`config.mk`:
```
export PLATFORM = sky130hd
export DESIGN_NAME = cbq_ram
export DESIGN_NICKNAME = d
export VERILOG_FILES = /design/src/sv/cbq_ram.sv
export SDC_FILE = /design/constraint.sdc
export NUM_CORES = 1
export LEC_CHECK = 0
export BUFFER_PORTS_ARGS = -buffer_cell sky130_fd_sc_hd__buf_2
export CAP_MARGIN = 20
export CORE_MARGIN = 2
export CORE_UTILIZATION = 63
export CTS_CLUSTER_DIAMETER = 50
export CTS_CLUSTER_SIZE = 12
export DETAILED_ROUTE_END_ITERATION = 8
export GPL_ROUTABILITY_DRIVEN = 0
export PLACE_DENSITY = 0.79
export SYNTH_ARGS = -nofsm -noshare
export SYNTH_HDL_FRONTEND = slang
export SYNTH_SLANG_ARGS = --single-unit
export TNS_END_PERCENT = 50
```
`constraint.sdc`:
```
create_clock -name clk -period 4.3 [get_ports clk]
set_clock_uncertainty 0.2 [all_clocks]
set_input_delay 0.86 -clock clk [delete_from_list [all_inputs] [get_ports clk]]
set_output_delay 0.86 -clock clk [all_outputs]
set_load 0.01 [all_outputs]
```
`src/sv/cbq_ram.sv`:
```
`default_nettype none

module cbq_ram #(
  parameter int unsigned WIDTH = 8,
  parameter int unsigned DEPTH = 128,
  localparam int unsigned AW   = (DEPTH > 1) ? $clog2(DEPTH) : 1
) (
  input  wire logic                  clk,
  input  wire logic                  wr_en,
  input  wire logic [AW-1:0]         wr_addr,
  input  wire logic [WIDTH-1:0]      wr_data,
  input  wire logic                  rd_en,
  input  wire logic [AW-1:0]         rd_addr,
  output logic      [WIDTH-1:0]      rd_data
);

  logic [WIDTH-1:0] mem [DEPTH];

  always_ff @(posedge clk) begin
    if (wr_en) begin
      mem[wr_addr] <= wr_data;
    end
    if (rd_en) begin
      rd_data <= mem[rd_addr];
    end
  end

endmodule

`default_nettype wire

```
==> metrics.txt, run 1 <==
internal power=16000 µW; layout net count=1835; TritonCTS clock tree=built; fillers=3304; synth top area cells=edfxtp_1 78%, mux4_2 19%, nor2_1 1.2%, clkbuf_1 0.42%, mux2_2 0.23%; Pleak=0.0139 µW; crit path time final=3.42 ns; Clock power frac=0.392; Hold Crit Class=input port to register; synthesized area=0.0397 mm²; Synth top cells by count=1032 x edfxtp_1, 336 x mux4_2, 122 x nor2_1; Critical Path RT=4.51 ns; H-tree depth=3; HPWL Detailed=54.8 mm; combinational fraction of design power=0.054; Max Fclk=292 MHz; Worst-path clk slew=0.07 ns; syn avg cell area=24.3 µm²; sequential share of power=0.554; GR Util All Layers=0.312; largest net degree at the start of global routing=118; synthesized flop and latch total=1032; Die H=255 µm; actual slew at the worst max-slew pin=1.24 ns; pwr dens=451 mW/mm²; net count after synthesis=1660; launching point of the worst reg2reg path=mem[111][6]; area post-placement=0.0418 mm²; outcome=complete, no violations; final wirelength=100 mm; setup bufs post-CTS=0; maxcap violations=0; Max Slew Vio Count=0; Final ANT Viol Nets=0; TNS Setup=0 ns; Tot Pwr=20100 µW; crit path DAT=3.63 ns; Worst Setup Path Type=input port to register; Clock Path Buffers=3; Syn Inst Count=1635; Worst VDD drop=449 µV; hold_ws=0.403 ns; FF-to-FF setup slack=1.42 ns; clock root cell=clkbuf_16; CTS Sinks=1032; type of origin of the critical path=input port; first-pass GRT wire length=140 mm; Slew HR=0.174; cts repair resizes=0; Worst Setup End Kind=register; synth-to-layout area growth=12.3%; Final Hold Violating Endpoints=0; cell area after layout=0.0446 mm²; Yosys top cell by area=edfxtp_1; Core Box Area=0.0627 mm²; IO Port Bufs=32; Final Cycle Share=0.795; vias in the first global route=19600; total CTS buffers=99; Chip Width=255 µm; synth unique cells=16; hold endpoint=rd_data[5]; FFs w/ async S/R, synth=0; via count=19200; die area=0.0651 mm²; Psw=4180 µW; initial antenna violation count=5; Warnings, synthesis=0; WL/cell=37.4 µm; worst r2r dst=rd_data[6]; post-synth top area share=0.780; # hold bufs at CTS=0; drt pass-1 iters=6; Clock Latency Late Sink=0.67 ns; Via density=7.17; DR iter-0 viols=3349; Starting Density=0.634; row count=92; top-count cell post-synth=edfxtp_1; FF-to-FF path depth=4; # DRC=0; I/O pin total=33; share of cells above drive strength 1=0.339; EDFF count, synth=1032; sw frac=0.207; final setup fails=0; WHS Path Cells=1; RSZ-0062 raised after global routing=false; sequential share of the synthesized area=0.780; Overflow after GRT=0; crit path max fanout=24; Hold Startpoint=rd_en; Synth Flop Type=edfxtp_1
[routing by layer]
metal  up-vias  global-route usage  share of wire
met5         -                   0        0.00084
li1       7328                   -              -
met3       291              0.0611           0.12
met4         8               0.123          0.045
met2      1567               0.507           0.51
met1     10000               0.428           0.33
[worst max path at each step]
stage,startpoint,to,slack [ns],cells past startpoint
global route,rd_addr[0],rd_data[3],0.86,7
finish,rd_addr[0],rd_data[3],0.88,7
detailed placement,rd_addr[0],rd_data[7],0.27,7
CTS,rd_addr[0],rd_data[0],0.92,7
global placement,rd_addr[0],rd_data[3],0.28,6
floorplan,rd_addr[0],rd_data[0],0.60,6
[power by group through the flow]
stage	registers [µW]	clock network [µW]	logic, µW
CTS	11100	7920	1060
floorplan	11300	0	562
detailed placement	11400	0	1040
global route	11100	8280	1120
finish	11100	7900	1090
global placement	11300	0	1010
[state kept, by name (all words and copies together) (netlist names)]
signal and count:
mem 1024, rd_data 8
[final cells by class]
class                   instances  area (µm²)  area share
clock buffers                 106        2570      0.0575
flip-flops and latches       1032       31000       0.694
clock inverters                14         189     0.00423
multi-input cells             514        8350       0.187
well taps                     846        1060      0.0237
diodes                          2        5.00    0.000112
repair buffers                163        1460      0.0328
[layout by cell type (no fill, tap or decap), drive strengths merged]
| cell type | count |
|---|---|
| nor2b | 7 |
| clkinv | 6 |
| nand3 | 12 |
| diode | 2 |
| inv | 5 |
| bufinv | 3 |
| nand2b | 2 |
| nor2 | 122 |
| nand4 | 3 |
| buf | 163 |
| mux2 | 8 |
| clkbuf | 106 |
| nor3 | 9 |
| nand2 | 14 |
| mux4 | 336 |
| or3 | 1 |
| edfxtp | 1032 |
[cell families (layout without fill, tap and decap cells)]
logic type | Yosys count | count (layout) | synth area share
flops | 1032 | 1032 | 0.780
simple gates | 170 | 170 | 0.0175
buf+inv | 89 | 283 | 0.0101
other cells | 0 | 2 | 0
mux | 344 | 344 | 0.193
[stage by stage]
stage	util	cells	setup WS [ns]
2_1_floorplan	-	1635	0.597
6_report	0.711	2677	0.881
3_3_place_gp	0.666	2552	0.280
5_1_grt	0.711	2675	0.865
4_1_cts	0.710	2672	0.918
3_5_place_dp	0.666	2552	0.268
[critical path: stages]
cell and delay [ns]:
buf_8 0.28, buf_12 0.25, buf_12 0.20, mux4_2 0.54
mux4_2 0.58, mux4_2 0.55, mux2_2 0.30
No activity file was read; power rests on OpenSTA's default activity.
==> inputs of run 2 (changes only) <==
Clock period 4.3 ns to 3.4 ns, I/O delays scaled along.
==> run 2 against run 1 <==
- non-clock buffer count grew 85
- highest routed layer unchanged
- count of clock-buffer cells in the layout grew 2
- core utilization grew 1.3 points
- worst setup slack lost 0.63 ns
- total power grew 26%
==> metrics.txt, run 2 (synthesized netlist as in run 1, its figures left out) <==
Slew HR=0.431 (+0.256); Crit path top cell by count=mux4_2; Clock Latency Late Sink=0.67 ns (about the same); setup bufs post-CTS=0 (unchanged); Worst VDD drop=592 µV (+32%); first-pass GRT wire length=145 mm (+3.3%); Chip Width=255 µm (unchanged); RSZ-0062 raised after global routing=false; max reg flops=1024 (unchanged); # hold bufs at CTS=0 (unchanged); final setup fails=0 (unchanged); crit path DAT=3.37 ns (-0.26 ns); TNS Setup=0 ns (unchanged); DR iter-0 viols=3010 (-10%); fillers=3211 (-2.8%); Overflow after GRT=0 (unchanged); Clock Path Buffers=3 (unchanged); type of origin of the critical path=input port; Die H=255 µm (unchanged); maxcap violations=0 (unchanged); TritonCTS clock tree=built; Max Slew Vio Count=0 (unchanged); IO Port Bufs=32 (unchanged); via count=19700 (+2.4%); synth-to-layout area growth=14.3%; critical-path cell list=buf_8 > buf_12 > buf_4 > mux4_2 > mux4_2 > mux4_2 > mux2_2; row count=92 (unchanged); fin cells=2773 (+3.6%); most common cell after layout, fill and taps aside=edfxtp_1; cts repair resizes=0 (unchanged); Critical Path RT=3.62 ns (-0.89 ns); outcome=complete, no violations; final wirelength=100 mm (about the same); crit-path max cell delay=0.59 ns (about the same); final critical-path setup slack=0.246 ns (-0.635 ns); Via density=7.09 (-1.2%); Place WS=-0.301 ns (-0.569 ns); I/O pin total=33 (unchanged); total CTS buffers=99 (unchanged); Worst-path clk slew=0.06 ns (about the same); actual slew at the worst max-slew pin=0.851 ns (-0.388 ns); vias in the first global route=20200 (+2.7%); CTS Sinks=1032 (unchanged); H-tree depth=3 (unchanged); layout net count=1920 (+4.6%); Top delay family on crit path=multiplexers; GR Util All Layers=0.322 (+0.00991); hold_ws=0.209 ns (-0.194 ns); Placed Cells=2640 (+3.4%); crit path max fanout=17 (-29%); die area=0.0651 mm² (unchanged); Final Hold Violating Endpoints=0 (unchanged); crit path time final=3.15 ns; Starting Density=0.634 (unchanged); biggest regs=mem (1024), rd_data (8); share of cells above drive strength 1=0.366 (+0.0271); most frequent cells in the layout=1032 x edfxtp_1, 336 x mux4_2, 189 x buf_4; Final ANT Viol Nets=0 (unchanged); largest net degree at the start of global routing=129 (+9.3%); Worst Setup End Kind=register; Final Cycle Share=0.928; Biggest register=mem; pwr dens=558 mW/mm² (+24%); initial antenna violation count=6 (+1); HPWL Detailed=57.6 mm (+5.1%); fin util=0.724 (+0.0126); Worst Setup Path Type=input port to register; Core Box Area=0.0627 mm² (unchanged); WL/cell=36.1 µm (-3.5%); drt pass-1 iters=6 (unchanged); Pleak=0.0143 µW (+3.5%); clock root cell=clkbuf_16; WP buf/inv=3 (unchanged); Max Fclk=317 MHz; slowest cell on the critical path=mux4_2; Hold Crit Class=input port to register; # DRC=0 (unchanged)
## run 2: path summary, 6_finish.rpt
check                                start          to  slack (ns)  cells after the start
worst min-delay path                 rd_en  rd_data[4]        0.21                      1
worst max-delay path            rd_addr[0]  rd_data[6]        0.25                      7
worst max register to register  mem[22][6]  rd_data[6]        0.54                      4
worst min register to register  mem[24][7]  rd_data[7]        1.05                      4
## run 2: power breakdown
part,total [µW],internal (µW),leakage [µW],switching [µW]
Combinational,1440,606,0.00373,835
Sequential,14100,14100,0.00928,29.6
Clock,9830,5340,0.00134,4490
## run 2: area by class of cell
type                            count  area [µm²]  share of cell area
Timing Repair Buffer              248        2270              0.0501
Clock buffer                      108        2530              0.0558
Multi-Input combinational cell    514        8350               0.184
Antenna cell                        4        10.0            0.000220
Clock inverter                     21         200             0.00441
Sequential cell                  1032       31000               0.682
Tap cell                          846        1060              0.0233
## run 2: layer usage
layer	global-route usage	vias up	routed length, µm
li1	-	7492	-
met1	0.430	10200	33000
met2	0.519	1623	50000
met3	0.0734	307	12300
met4	0.143	6	4720
met5	0	-	40
## run 2: worst reg2reg max path, cell delays in order (launching register included)
cell and delay [ns]:
edfxtp_1 0.42, mux4_2 0.53, mux4_2 0.59, mux4_2 0.58
mux2_2 0.29
## run 2: through the flow
step                      power [µW]  instance area, µm²
final                          25400               45400
after global routing           25900               45400
after CTS                      25400               45400
after detailed placement       15700               42700
after global placement         15700               42700
after floorplan                15100               39800
